$ cat config.mk
export PLATFORM = sky130hd
export DESIGN_NAME = strongest_edge_finder
export DESIGN_NICKNAME = d
export VERILOG_FILES = /design/src/sef_pkg.sv /design/src/sef_core.sv /design/src/strongest_edge_finder.sv
export SDC_FILE = /design/constraint.sdc
export NUM_CORES = 1
export LEC_CHECK = 0
export BUFFER_PORTS_ARGS = -buffer_cell sky130_fd_sc_hd__buf_2
export CAP_MARGIN = 20
export CORE_MARGIN = 2
export CORE_UTILIZATION = 50
export DETAILED_ROUTE_END_ITERATION = 10
export PLACE_DENSITY_LB_ADDON = 0.2
export SYNTH_ARGS = -nofsm -noshare
export SYNTH_HDL_FRONTEND = slang
export SYNTH_SLANG_ARGS = --single-unit
$ cat constraint.sdc
create_clock -name clk_i -period 8.3 [get_ports clk_i]
set_input_delay 0.83 -clock clk_i [delete_from_list [all_inputs] [get_ports clk_i]]
set_output_delay 0.83 -clock clk_i [all_outputs]
set_load 0.02 [all_outputs]
$ cat src/sef_pkg.sv
`timescale 1ns / 1ps
`default_nettype none

package sef_pkg;

  localparam int MaxLen = 1024;
  localparam int SampleW = 16;
  localparam int IdxW = 10;
  localparam int MagW = 16;
  localparam int CntW = $clog2(MaxLen + 1);
  localparam int PosW = (CntW > IdxW) ? CntW : IdxW;

  typedef struct packed {
    logic signed [SampleW-1:0] sample;
    logic                      last;
  } sef_in_t;

  typedef struct packed {
    logic [IdxW-1:0] edge_index;
    logic [MagW-1:0] edge_magnitude;
  } sef_out_t;

  typedef struct packed {
    logic     valid;
    sef_out_t data;
  } sef_result_t;

endpackage

`default_nettype wire

$ cat src/sef_core.sv
`timescale 1ns / 1ps
`default_nettype none

module sef_core
  import sef_pkg::*;
(
  input  wire         clk_i,
  input  wire         rst_ni,
  input  wire         beat_i,
  input  sef_in_t     in_data_i,
  output sef_result_t result_o
);

  logic signed [SampleW-1:0] older_q, older_d;
  logic signed [SampleW-1:0] newer_q, newer_d;
  logic [CntW-1:0]           count_q, count_d;
  logic [MagW-1:0]           best_mag_q, best_mag_d;
  logic [IdxW-1:0]           best_pos_q, best_pos_d;

  logic signed [SampleW:0]   diff;
  logic [SampleW:0]          mag;
  logic [PosW-1:0]           pos_full;
  logic                      active;
  logic                      interior;

  assign diff     = {in_data_i.sample[SampleW-1], in_data_i.sample} - {older_q[SampleW-1], older_q};
  assign mag      = diff[SampleW] ? (SampleW+1)'(-diff) : diff;
  assign pos_full = PosW'(count_q) - PosW'(1);
  assign active   = count_q < CntW'(MaxLen);
  assign interior = count_q >= CntW'(2);

  always_comb begin
    older_d    = older_q;
    newer_d    = newer_q;
    count_d    = count_q;
    best_mag_d = best_mag_q;
    best_pos_d = best_pos_q;
    if (beat_i && active) begin
      if (interior && (mag > {1'b0, best_mag_q})) begin
        best_mag_d = mag[MagW-1:0];
        best_pos_d = pos_full[IdxW-1:0];
      end
      older_d = newer_q;
      newer_d = in_data_i.sample;
      count_d = count_q + CntW'(1);
    end
  end

  assign result_o.valid               = beat_i && in_data_i.last;
  assign result_o.data.edge_index     = best_pos_d;
  assign result_o.data.edge_magnitude = best_mag_d;

  always_ff @(posedge clk_i or negedge rst_ni) begin
    if (!rst_ni) begin
      older_q    <= '0;
      newer_q    <= '0;
      count_q    <= '0;
      best_mag_q <= '0;
      best_pos_q <= '0;
    end else if (beat_i && in_data_i.last) begin
      older_q    <= '0;
      newer_q    <= '0;
      count_q    <= '0;
      best_mag_q <= '0;
      best_pos_q <= '0;
    end else begin
      older_q    <= older_d;
      newer_q    <= newer_d;
      count_q    <= count_d;
      best_mag_q <= best_mag_d;
      best_pos_q <= best_pos_d;
    end
  end

  a_count_bound: assert property (@(posedge clk_i) disable iff (!rst_ni)
    count_q <= CntW'(MaxLen))
    else $error("sample count past max length");

  a_zero_best: assert property (@(posedge clk_i) disable iff (!rst_ni)
    best_mag_q == '0 |-> best_pos_q == '0)
    else $error("position set without a response");

  a_clear_on_last: assert property (@(posedge clk_i) disable iff (!rst_ni)
    beat_i && in_data_i.last |=> count_q == '0 && best_mag_q == '0)
    else $error("state not cleared after last beat");

endmodule

`default_nettype wire

$ cat src/strongest_edge_finder.sv
`timescale 1ns / 1ps
`default_nettype none
// The result goes to the output register, or to the skid entry if the output is held.
// One sample per cycle unless stalled; window, compare, best update are combinational.
// Results pass a two-entry output buffer; input stalls only when both entries are full.
// Reset (rst_ni low, async): window, count, best response and output buffer clear.

module strongest_edge_finder
  import sef_pkg::*;
(
  input  wire      clk_i,
  input  wire      rst_ni,
  input  wire      in_valid_i,
  output logic     in_stall_o,
  input  sef_in_t  in_data_i,
  output logic     out_valid_o,
  input  wire      out_stall_i,
  output sef_out_t out_data_o
);

  sef_result_t result;
  logic        beat;
  logic        pop;

  logic        out_valid_q, out_valid_d;
  logic        skid_valid_q, skid_valid_d;
  sef_out_t    out_q, out_d;
  sef_out_t    skid_q, skid_d;

  assign in_stall_o = skid_valid_q;
  assign beat       = in_valid_i && !in_stall_o;
  assign pop        = out_valid_q && !out_stall_i;

  sef_core u_core (
    .clk_i     (clk_i),
    .rst_ni    (rst_ni),
    .beat_i    (beat),
    .in_data_i (in_data_i),
    .result_o  (result)
  );

  always_comb begin
    out_valid_d  = out_valid_q;
    skid_valid_d = skid_valid_q;
    out_d        = out_q;
    skid_d       = skid_q;
    if (!out_valid_q) begin
      out_valid_d = result.valid;
      out_d       = result.data;
    end else if (pop) begin
      if (skid_valid_q) begin
        out_d        = skid_q;
        skid_valid_d = result.valid;
        skid_d       = result.data;
      end else begin
        out_valid_d = result.valid;
        out_d       = result.data;
      end
    end else if (result.valid) begin
      skid_valid_d = 1'b1;
      skid_d       = result.data;
    end
  end

  always_ff @(posedge clk_i or negedge rst_ni) begin
    if (!rst_ni) begin
      out_valid_q  <= 1'b0;
      skid_valid_q <= 1'b0;
    end else begin
      out_valid_q  <= out_valid_d;
      skid_valid_q <= skid_valid_d;
    end
  end

  always_ff @(posedge clk_i) begin
    out_q  <= out_d;
    skid_q <= skid_d;
  end

  assign out_valid_o = out_valid_q;
  assign out_data_o  = out_q;

  a_skid_behind_out: assert property (@(posedge clk_i) disable iff (!rst_ni)
    skid_valid_q |-> out_valid_q)
    else $error("skid entry held with empty output");

  a_no_drop: assert property (@(posedge clk_i) disable iff (!rst_ni)
    out_valid_q && out_stall_i && !skid_valid_q && result.valid |=> skid_valid_q)
    else $error("result lost while output stalled");

  a_empty_index: assert property (@(posedge clk_i) disable iff (!rst_ni)
    out_valid_o && out_data_o.edge_magnitude == '0 |-> out_data_o.edge_index == '0)
    else $error("index given without a response");

endmodule

`default_nettype wire
### Word-level counts from Yosys, hierarchy flattened

Cells that the tools add are included.

* reductions and logical operators: 11
* $add $sub $neg: 4
* equality and inequality tests: 2
* $lt $le $gt $ge: 3
* muxes and demuxes: 25

Operators by type and width (number)
* two-way mux 26 bit: 6
* two-way mux 16 bit: 7
* two-way mux 10 bit: 3
* two-way mux 11 bit: 2
* > comparator 17 x 16 -> 1 bit: 1
* two-way mux 17 bit: 1
* negator 17 bit: 1
* subtractor 16 x 16 -> 17 bit: 1
* adder 11 x 1 -> 11 bit (second input constant): 1
* greater-or-equal comparator 11 x 2 -> 1 bit (second input constant): 1
* < comparator 11 bit (second input constant): 1
* subtractor 10 x 1 -> 10 bit (second input constant): 1
* two-way mux 1 bit: 6
* logical AND 1 bit: 5
* nonzero test 2 bit: 2
* AND reduction 3 bit: 1
* logical NOT 1 bit: 2
* != test 2 x 1 -> 1 bit (second input constant): 1
* != test 2 bit (second input constant): 1
* AND reduction 2 bit: 1

* output and inout port bits: 28
* logic and storage cells: 56
* flip-flop bits (word level): 123
* bits of input ports: 21

### Longest topological paths before layout

Gate-level depths: netlist of the first run.

* word-level depth: 10
* gate-level depth with buffers: 21

### Cells and area by module

A second synthesis of the first run with hierarchy kept.

* cells, all modules: 616
* area, all modules: 6957.9 um^2

Modules (own cells, without submodules)
* sef_core: cells an instance 524, sequential area each 1726.7 um^2, instances 1, area each 4883.4 um^2
* strongest_edge_finder: cells an instance 92, sequential area each 1611.5 um^2, instances 1, area each 2074.5 um^2

### Worst setup path before layout of the first run

No wires, ideal clock.

* path type: input-to-reg
* start point: in in_data_i[1] (netlist name)
* end point: reg out_q (netlist bit out_data_o[14]) (data pin)
* cell stages on the path: 20
* setup slack: 3.267 ns
* required time: 8.131 ns
* library setup time: 0.169 ns
* arrival: 4.864 ns
* path through: inv_1 > ha_1 > fa_1 > nand2b_1 > a21oi_1 > nor2_1 > xnor2_1 > nor4_4 > nand4b_1 > or3b_2 > nand2b_1 > ha_1 > a21o_1 > a211oi_1 > nand2_1 > o21ai_0 > o31ai_4 > buf_6 > and3b_1 > o31ai_1

RTL lines
* from (decl): RTL line strongest_edge_finder.sv:15 `input sef_in_t in_data_i,`
* to (signal assigned): RTL line strongest_edge_finder.sv:76 `out_q <= out_d;`
* to (decl): RTL line strongest_edge_finder.sv:27 `sef_out_t out_q, out_d;`

==> results of run 1 <==
area by class of cell:
class	count	share of cell area
clock inverter	15	0.02442
tap	176	0.02866
timing repair buffer	56	0.04005
clock buffer	17	0.05536
inverter	63	0.03077
multi-input combinational	427	0.3864
sequential	123	0.4344
cell usage after synthesis, types with 3 or more instances:
master and n:
o31ai_1 4, nor3_1 9, nor4_1 5, nand3_1 8, dfrtp_1 71, a21o_1 11, clkbuf_1 22, nand2b_1 4
or3_1 6, o21ai_1 22, o211a_1 3, inv_1 63, a22o_1 33, nand4_1 8, nand2_1 49, ha_1 36
nor2b_1 9, nor3b_1 3, edfxtp_1 52, a211oi_1 4, o21ai_0 13, and2_1 4, o21a_1 5, a21oi_1 27
xnor2_1 19, nor2_1 61, buf_6 4, a31oi_1 3, xor2_1 16, mux2i_1 26
cell families after synthesis:
family                   after synthesis
AO/OA/AOI/OAI                        148
flip-flops                           123
multiplexers                          27
buffers and inverters                 93
AND/OR/NAND/NOR                      180
adder cells (fa/ha/maj)               37
XOR/XNOR                              35
registers in the layout (all words and copies together), names as in the netlist:
register and cells:
in_stall_o 1, u_core.best_pos_q 10, out_valid_o 1, u_core.older_q 16
skid_q 26, u_core.count_q 11, u_core.best_mag_q 16, u_core.newer_q 16
out_data_o 26
report_power, final:
| part | switching (mW) | internal, mW |
|---|---|---|
| registers | 0.0849 | 0.879 |
| logic | 0.726 | 0.445 |
| clock network | 0.289 | 0.477 |
routing by layer:
layer  global-route usage  vias up  share of wire
met5                    0        -              0
met1               0.2864     2344           0.49
met3              0.04468       13          0.042
li1                     -     2370              -
met2               0.3204       97           0.46
met4              0.07059        0          0.012
through the flow:
stage / hold slack, ns / setup slack [ns]
2_1_floorplan: 0.4659 / 3.267
3_3_place_gp: 0.4829 / 2.659
4_1_cts: 0.5033 / 2.875
3_5_place_dp: 0.4825 / 2.435
6_report: 0.4989 / 2.848
5_1_grt: 0.5088 / 2.395
worst max-delay path by stage:
stage | end | slack [ns] | cells past startpoint
after detailed placement | out_data_o[0] | 2.43 | 21
after floorplan | out_data_o[14] | 3.27 | 20
final | out_data_o[0] | 2.85 | 21
after global placement | out_data_o[10] | 2.66 | 21
after global routing | out_data_o[21] | 2.39 | 20
after CTS | out_data_o[0] | 2.88 | 21
==> flow_summary_export.csv, run 1 <==
group,metric,value,unit
layout,fillerInstances,1151,
synth,synth_cell_types,63,
drt,drc,0,
synth,synth_xor_area_frac,0.04588,
cts,clk_pin_slew_worst_paths,0.06,ns
layout,seq_area,3338,sq um
layout,insertedDiodeCount,0,
timing,setup_violations,0,
layout,postLayoutCellArea,7685,sq um
power_and_ir_drop,p_leak,3.512,nW
cts,root_buffer,"clkbuf_16",
synth,yosysTopAreaCell,"dfrtp_1",
cts,cts_num_sinks,123,
setup_path,crit_chain,"buf_2 -> inv_1 -> ha_1 -> fa_1 -> nand2b_1 -> a21oi_1 -> o41ai_1 -> xnor2_1 -> nor4_4 -> nand4b_1 -> or3b_2 -> nand2b_1 -> ha_1 -> a21o_1 -> a211oi_1 -> nand2_1 -> o21ai_0 -> o31ai_4 -> buf_4 -> mux2i_1 -> a21oi_1",
timing,max_slew_margin,0.3082,
floorplanning,die_w,119.6,um
power_and_ir_drop,p_per_area,377.6,nW/um^2
floorplanning,ioPinCount,49,
cts,worstSkewPairLatency,0.43,ns
global_route,grt_overflow_total,0,
layout,fin_cells,877,
layout,multi_input_area,2969,sq um
place,port_buffers,48,
place,place_inst,845,
synth,synth_edf_count,52,
synth,synth_area,6681,sq um
cts,cts_setup_buffers,0,
synth,synth_top_family_by_area,"compound AO/OA/AOI/OAI gates",
setup_path,cp-startpoint,"in_data_i[1]",
timing,maxSlewViolCount,0,
floorplanning,dieArea,14300,sq um
synth,yosysTopAreaCellShare,0.2659,
synth,seq_area_frac_synth,0.4996,
drt,drtIter0Drc,258,
worst_hold_path,min_path_cells,1,
place,hpwl,9.616,mm
layout,layout_commonest_cell,"dfrtp_1",
status,status,"complete, no violations",
synth,synthArstFlopShare,0.5772,
setup_path,crit_slowest_cell,"or3b_2",
drt,routedWlPerCell,15.58,um
job,drv_cap,0,
drt,via_per_inst,5.501,
layout,syn_to_final_growth,15.02,%
worst_hold_path,worstHoldStart,"u_core.older_q[3]",
cts,cts_buffers,17,
power_and_ir_drop,irDropWorstVdd,0.1505,mV
synth,synthMuxAreaShare,0.04064,
drt,ant_nets,0,
timing,period_needed,5.452,ns
setup_path,max_stage_delay,0.50,ns
timing,fmax,0.1834,GHz
floorplanning,die_height,119.6,um
timing,finalSetupTns,0,ns
synth,synthTopCellsByArea,"dfrtp_1 (27%), edfxtp_1 (23%), ha_1 (6.7%)",
timing,report.final.hold_viol_count,0,
floorplanning,start_util,0.5086,
setup_path,cp.buffers_inverters,3,
timing,rsz0062_at_grt,"false",
setup_path,worstSetupStartpointType,"input port",
timing,post-route-period-util,0.6569,
drt,vias,4824,
synth,synth-compound-area-share,0.1569,
cts,clock_path_buffers,2,
layout,fin_util,0.5850,
layout,fin_nets,746,
synth,synth_fa_ha_area_frac,0.07041,
layout,drive_above_1_share,0.1441,
setup_path,cp-end-kind,"register",
timing,skew,0.01089,ns
setup_path,cp_data_arrival_time,5.61,ns
global_route,grt_pass1_wl,23.31,mm
drt,finalWirelength,13.66,mm
cts,cts_resized,0,
place,dpl_cell_area,7072,sq um
global_route,grt_usage,0.2057,
synth,yosys.area_share.simple,0.1294,
power_and_ir_drop,p_total,2.902,mW
setup_path,r2r_start,"u_core.older_q[0]",
floorplanning,core_area,13140,sq um
synth,synth_ff_type,"dfrtp_1",
floorplanning,std_cell_rows,42,
worst_hold_path,hp-class,"reg -> reg",
setup_path,rrSetupSlack,2.99,ns
setup_path,crit-reg2reg-capture,"out_data_o[0]",
cts,cts_hold_buf,0,
setup_path,path_class,"in -> reg",
global_route,antenna_found_initial,0,
timing,worst_pin_slew,1.035,ns
place,gp_congestion,0.8584,
synth,ys_ff_latch,123,
cts,cts_tree,"yes",
setup_path,rr_worst_depth,19,
cts,htreeDepth,4,
synth,synthCells,643,
synth,syn_nets,701,
worst_hold_path,whs_endpoint,"u_core.older_q[3]",
global_route,first_global_vias,4769,
setup_path,crit_family,"compound AO/OA/AOI/OAI gates",
setup_path,path_max_fanout,22,
synth,synth_area_per_cell,10.39,sq um
setup_path,crit_required,8.46,ns
drt,dr.pass1.iters,5,
synth,yosys_warnings,0,
layout,final_cell_mix,"dfrtp_1 (71), inv_1 (63), nor2_1 (60)",
global_route,grt_max_degree,72,
No activity file was read; power rests on OpenSTA's default activity.
==> run 2: changes to the inputs <==
==> constraint.sdc (replaced) <==
create_clock -name clk_i -period 5.03 [get_ports clk_i]
set_input_delay 0.503 -clock clk_i [delete_from_list [all_inputs] [get_ports clk_i]]
set_output_delay 0.503 -clock clk_i [all_outputs]
set_load 0.02 [all_outputs]
==> run 2 against run 1 <==
  * Sequential power grew 66%
  * Clock-buffer cell count grew 1
  * Clock power grew 54%
  * Power grew 65%
  * Via count shrank 0.50%
  * Utilization grew 1.0 points
  * Critical path depth shrank 1
  * Largest power group unchanged
==> flow_summary_export.csv, run 2 (same netlist as run 1, synthesis figures left out) <==
group,metric,value,unit
timing,post-route-period-util,0.9424,
floorplanning,die_w,119.6,um
setup_path,r2r_start,"u_core.older_q[5]",
cts,clk_pin_slew_worst_paths,0.06,ns
floorplanning,ioPinCount,49,
global_route,grt_max_degree,72,
timing,hold_ws,0.2907,ns
timing,fmax,0.2110,GHz
timing,skew,0.007024,ns
timing,setup_violations,0,
drt,drtIter0Drc,295,
layout,final_cell_mix,"dfrtp_1 (71), inv_1 (63), nor2_1 (60)",
timing,period_needed,4.740,ns
cts,cts_num_sinks,123,
setup_path,crit_required,5.18,ns
global_route,grt_usage,0.2013,
drt,routedWlPerCell,15.21,um
setup_path,path_class,"reg -> reg",
drt,dr.pass1.iters,5,
setup_path,path_max_fanout,15,
cts,cts_tree,"yes",
place,port_buffers,48,
setup_path,cp_data_arrival_time,4.89,ns
global_route,grt_overflow_total,0,
setup_path,cp-startpoint,"u_core.older_q[5]",
floorplanning,core_area,13140,sq um
floorplanning,std_cell_rows,42,
timing,worst_pin_slew,0.9975,ns
layout,insertedDiodeCount,0,
power_and_ir_drop,p_per_area,614.2,nW/um^2
timing,max_slew_margin,0.3336,
global_route,antenna_found_initial,0,
drt,via_per_inst,5.387,
cts,htreeDepth,4,
setup_path,cp-end-kind,"register",
place,hpwl,9.492,mm
place,gp_congestion,0.8455,
layout,fin_nets,760,
cts,clock_path_buffers,2,
cts,root_buffer,"clkbuf_16",
layout,drive_above_1_share,0.1748,
floorplanning,dieArea,14300,sq um
floorplanning,start_util,0.5086,
cts,worstSkewPairLatency,0.42,ns
power_and_ir_drop,p_total,4.801,mW
drt,drc,0,
drt,finalWirelength,13.55,mm
layout,fin_cells,891,
status,status,"complete, no violations",
layout,layout_commonest_cell,"dfrtp_1",
job,drv_cap,0,
cts,cts_buffers,17,
worst_hold_path,hp-class,"in -> async",
layout,fin_util,0.5950,
floorplanning,die_height,119.6,um
layout,fillerInstances,1133,
drt,vias,4800,
timing,report.final.hold_viol_count,0,
timing,rsz0062_at_grt,"false",
timing,maxSlewViolCount,0,
layout,syn_to_final_growth,17.00,%
drt,ant_nets,0,
setup_path,worstSetupStartpointType,"register",
power_and_ir_drop,irDropWorstVdd,0.2042,mV
global_route,first_global_vias,4737,
global_route,grt_pass1_wl,22.77,mm
place,place_inst,859,
power_and_ir_drop,p_leak,3.590,nW
==> run 2: worst paths after layout <==
kind | end | slack [ns] | depth (start not counted)
hold / removal | u_core.count_q[5] | 0.29 | 2
setup reg to reg | out_data_o[5] | 0.29 | 20
max in group asynchronous | u_core.best_mag_q[5] | 4.16 | 2
setup / recovery | out_data_o[5] | 0.29 | 20
min in group clk_i | u_core.newer_q[9] | 0.33 | 2
hold reg to reg | u_core.older_q[3] | 0.50 | 1
==> run 2: layer usage <==
layer	GRT usage	share of wire	up-vias
met2	0.3057	0.44	86
met4	0.08529	0.020	0
met5	0	0	-
li1	-	-	2391
met3	0.03850	0.031	20
met1	0.2837	0.51	2303
==> run 2: critical path, cell delays in order (launching register included) <==
cell       delay (ns)
dfrtp_1          0.35
inv_1            0.05
ha_1             0.38
or3_1            0.44
a2111oi_2        0.32
a31o_2           0.17
a22oi_2          0.11
nor4_4           0.33
buf_4            0.19
a21oi_1          0.07
xnor2_1          0.36
ha_1             0.32
a21oi_1          0.13
nor2b_1          0.07
o21ai_0          0.18
nand2_1          0.09
o21ai_2          0.17
o31ai_4          0.16
buf_12           0.21
mux2i_1          0.25
o21ai_1          0.11
==> run 2: cell type report <==
cell class / count / area, sq um / share of cell area
Multi-Input combinational cell: 427 / 3012 / 0.3852
Sequential cell: 123 / 3338 / 0.4270
Timing Repair Buffer: 70 / 437.9 / 0.05602
Tap cell: 176 / 220.2 / 0.02817
Clock buffer: 18 / 429.2 / 0.05490
Clock inverter: 14 / 143.9 / 0.01841
Inverter: 63 / 236.5 / 0.03025
==> run 2: metrics by stage <==
stage	TNS (ns)	setup slack (ns)	cell area [sq um]
CTS	0	0.01562	7775
global placement	0	0.01203	7174
floorplan	0	0.3236	6681
global route	0	0.03024	7818
finish	0	0.2896	7818
detailed placement	-4.679	-0.1957	7202
==> run 2: where the power goes <==
| part | switching, mW | total (mW) | internal, mW |
|---|---|---|---|
| combinational | 1.22 | 2.02 | 0.803 |
| clock | 0.454 | 1.18 | 0.728 |
| sequential | 0.144 | 1.60 | 1.45 |
==> run 2: repair_timing <==
item / 4_1_cts / 5_1_grt
buffers inserted: 0 / 0
gates resized for setup: 0 / 14
hold buffers: 0 / 0
setup endpoints to repair: 0 / 77
==> run 3: changes to the inputs <==
==> constraint.sdc (replaced) <==
create_clock -name clk_i -period 4.8 [get_ports clk_i]
set_input_delay 0.48 -clock clk_i [delete_from_list [all_inputs] [get_ports clk_i]]
set_output_delay 0.48 -clock clk_i [all_outputs]
set_load 0.02 [all_outputs]
==> run 3 against run 2 <==
  * Non-clock buffer count is 37 higher
  * Combinational power rose by 28%
  * Die area is the same
  * Sequential power grew 6%
  * Power grew 15%
  * Maximum frequency rose by 3.6%
  * Via count is 3.6% higher
  * Critical path type unchanged
  * Critical path depth up 1
  * Global-route usage is 0.51 points higher
  * Clock power is 3% higher
  * Sequential cell count is the same
==> flow_summary_export.csv, run 3 (same netlist as run 1, synthesis figures left out) <==
group,metric,value,unit
setup_path,rr_worst_depth,21,
global_route,first_global_vias,4880,
cts,cts_tree,"yes",
cts,clk_pin_slew_worst_paths,0.06,ns
layout,insertedDiodeCount,0,
setup_path,crit_required,4.96,ns
cts,clock_path_buffers,2,
setup_path,critPathMostFrequentCell,"buf_4",
layout,seq_area,3338,sq um
drt,drc,0,
power_and_ir_drop,p_total,5.508,mW
setup_path,cp.buffers_inverters,5,
setup_path,crit_slowest_cell,"dfrtp_1",
setup_path,worstSetupStartpointType,"register",
cts,htreeDepth,4,
power_and_ir_drop,p_per_area,657.3,nW/um^2
cts,worstSkewPairLatency,0.43,ns
layout,multi_input_area,3283,sq um
power_and_ir_drop,irDropWorstVdd,0.2628,mV
timing,worst_pin_slew,0.9340,ns
global_route,grt_overflow_total,0,
drt,via_per_inst,5.361,
cts,root_buffer,"clkbuf_16",
timing,hold_ws,0.2832,ns
status,status,"complete, no violations",
global_route,grt_max_degree,72,
floorplanning,die_height,119.6,um
layout,layout_commonest_cell,"dfrtp_1",
cts,cts_num_sinks,123,
layout,fin_nets,797,
place,port_buffers,48,
setup_path,cp.depth,21,
cts,cts_hold_buf,0,
setup_path,max_stage_delay,0.40,ns
drt,ant_nets,0,
layout,fin_cells,928,
drt,routedWlPerCell,15.24,um
layout,drive_above_1_share,0.2566,
timing,post-route-period-util,0.9536,
timing,finalSetupTns,0,ns
floorplanning,dieArea,14300,sq um
layout,final_cell_mix,"dfrtp_1 (71), inv_1 (63), nor2_1 (60)",
drt,vias,4975,
setup_path,crit_chain,"inv_1 -> ha_1 -> nor2b_1 -> o31a_1 -> buf_4 -> nor4_4 -> a311oi_1 -> buf_4 -> nor4_4 -> buf_4 -> a41oi_1 -> xor2_2 -> ha_1 -> nand4_1 -> nor4_2 -> nor3_2 -> o21ai_2 -> o31ai_4 -> buf_4 -> mux2i_1 -> o21ai_1",
timing,period_needed,4.577,ns
place,gp_congestion,0.9161,
power_and_ir_drop,p_leak,3.811,nW
setup_path,cp_data_arrival_time,4.74,ns
timing,setup_violations,0,
timing,maxSlewViolCount,0,
setup_path,path_class,"reg -> reg",
drt,dr.pass1.iters,4,
global_route,grt_pass1_wl,23.38,mm
drt,finalWirelength,14.14,mm
timing,fmax,0.2185,GHz
timing,skew,0.008101,ns
place,place_inst,890,
setup_path,path_max_fanout,7,
floorplanning,core_area,13140,sq um
cts,cts_buffers,17,
timing,report.final.hold_viol_count,0,
floorplanning,ioPinCount,49,
global_route,antenna_found_initial,0,
layout,syn_to_final_growth,25.41,%
floorplanning,std_cell_rows,42,
setup_path,crit_family,"simple AND/OR/NAND/NOR gates",
timing,max_slew_margin,0.3774,
job,drv_cap,0,
place,dpl_cell_area,7435,sq um
floorplanning,die_w,119.6,um
drt,drtIter0Drc,322,
global_route,grt_usage,0.2064,
place,hpwl,9.703,mm
floorplanning,start_util,0.5086,
layout,postLayoutCellArea,8379,sq um
setup_path,cp-end-kind,"register",
layout,fillerInstances,1054,
worst_hold_path,hp-class,"in -> async",
run 3: changes by cell type in the layout (fill, tap and decap cells not counted), moves of 2 or more:
cell	change
nor4_1	-2
mux2i_2	+6
nor3_1	-2
mux2i_1	-19
mux2i_4	+13
buf_4	+35
inv_6	+2
nor3_2	+2
clkinv_2	-3
run 3: stage by stage:
step,utilization,worst slack (ns)
2_1_floorplan,-,0.1166
3_3_place_gp,0.5638,-0.09820
3_5_place_dp,0.5659,-0.2769
4_1_cts,0.6097,0.07404
5_1_grt,0.6378,-0.03541
6_report,0.6378,0.2228
run 3: timing repair:
item | 4_1_cts | 5_1_grt
endpoints found under the setup margin | 13 | 77
pin swaps | 0 | 6
setup buffers | 0 | 5
gates cloned | 0 | 1
gates resized for setup | 4 | 56
run 3: final timing paths:
check	from	endpoint	slack, ns
setup / recovery	u_core.older_q[1]	out_data_o[24]	0.22
hold / removal	rst_ni	u_core.older_q[12]	0.28
setup reg to reg	u_core.older_q[1]	out_data_o[24]	0.22
hold reg to reg	u_core.older_q[9]	u_core.older_q[9]	0.50
max in group asynchronous	rst_ni	u_core.best_mag_q[7]	3.92
min in group clk_i	in_data_i[4]	u_core.newer_q[3]	0.29
run 3: report_power, final:
group | internal (mW) | switching [mW] | total [mW]
clock | 0.719 | 0.505 | 1.22
combinational | 1.16 | 1.43 | 2.59
sequential | 1.52 | 0.176 | 1.70
run 3: cell type report:
type,instances,area share
flip-flops and latches,123,0.3984
multi-input cells,427,0.3918
repair buffers,107,0.08795
clock buffers,17,0.05077
inverters,63,0.02822
well taps,176,0.02628
clock inverters,15,0.01657
run 3: worst register-to-register path, delay by kind of cell (launching register included):
| kind | cells | cell delay [ns] |
|---|---|---|
| simple gates | 6 | 1.14 |
| compound gates | 6 | 0.91 |
| buf+inv | 5 | 0.79 |
| fa+ha+maj | 2 | 0.60 |
| flops | 1 | 0.40 |
| mux | 1 | 0.25 |
| xor+xnor | 1 | 0.22 |
run 3: metal layers:
layer  track usage  part of all wire
met5             0                 0
met4       0.06912             0.018
met3       0.04990             0.038
met2        0.3189              0.46
met1        0.2869              0.49
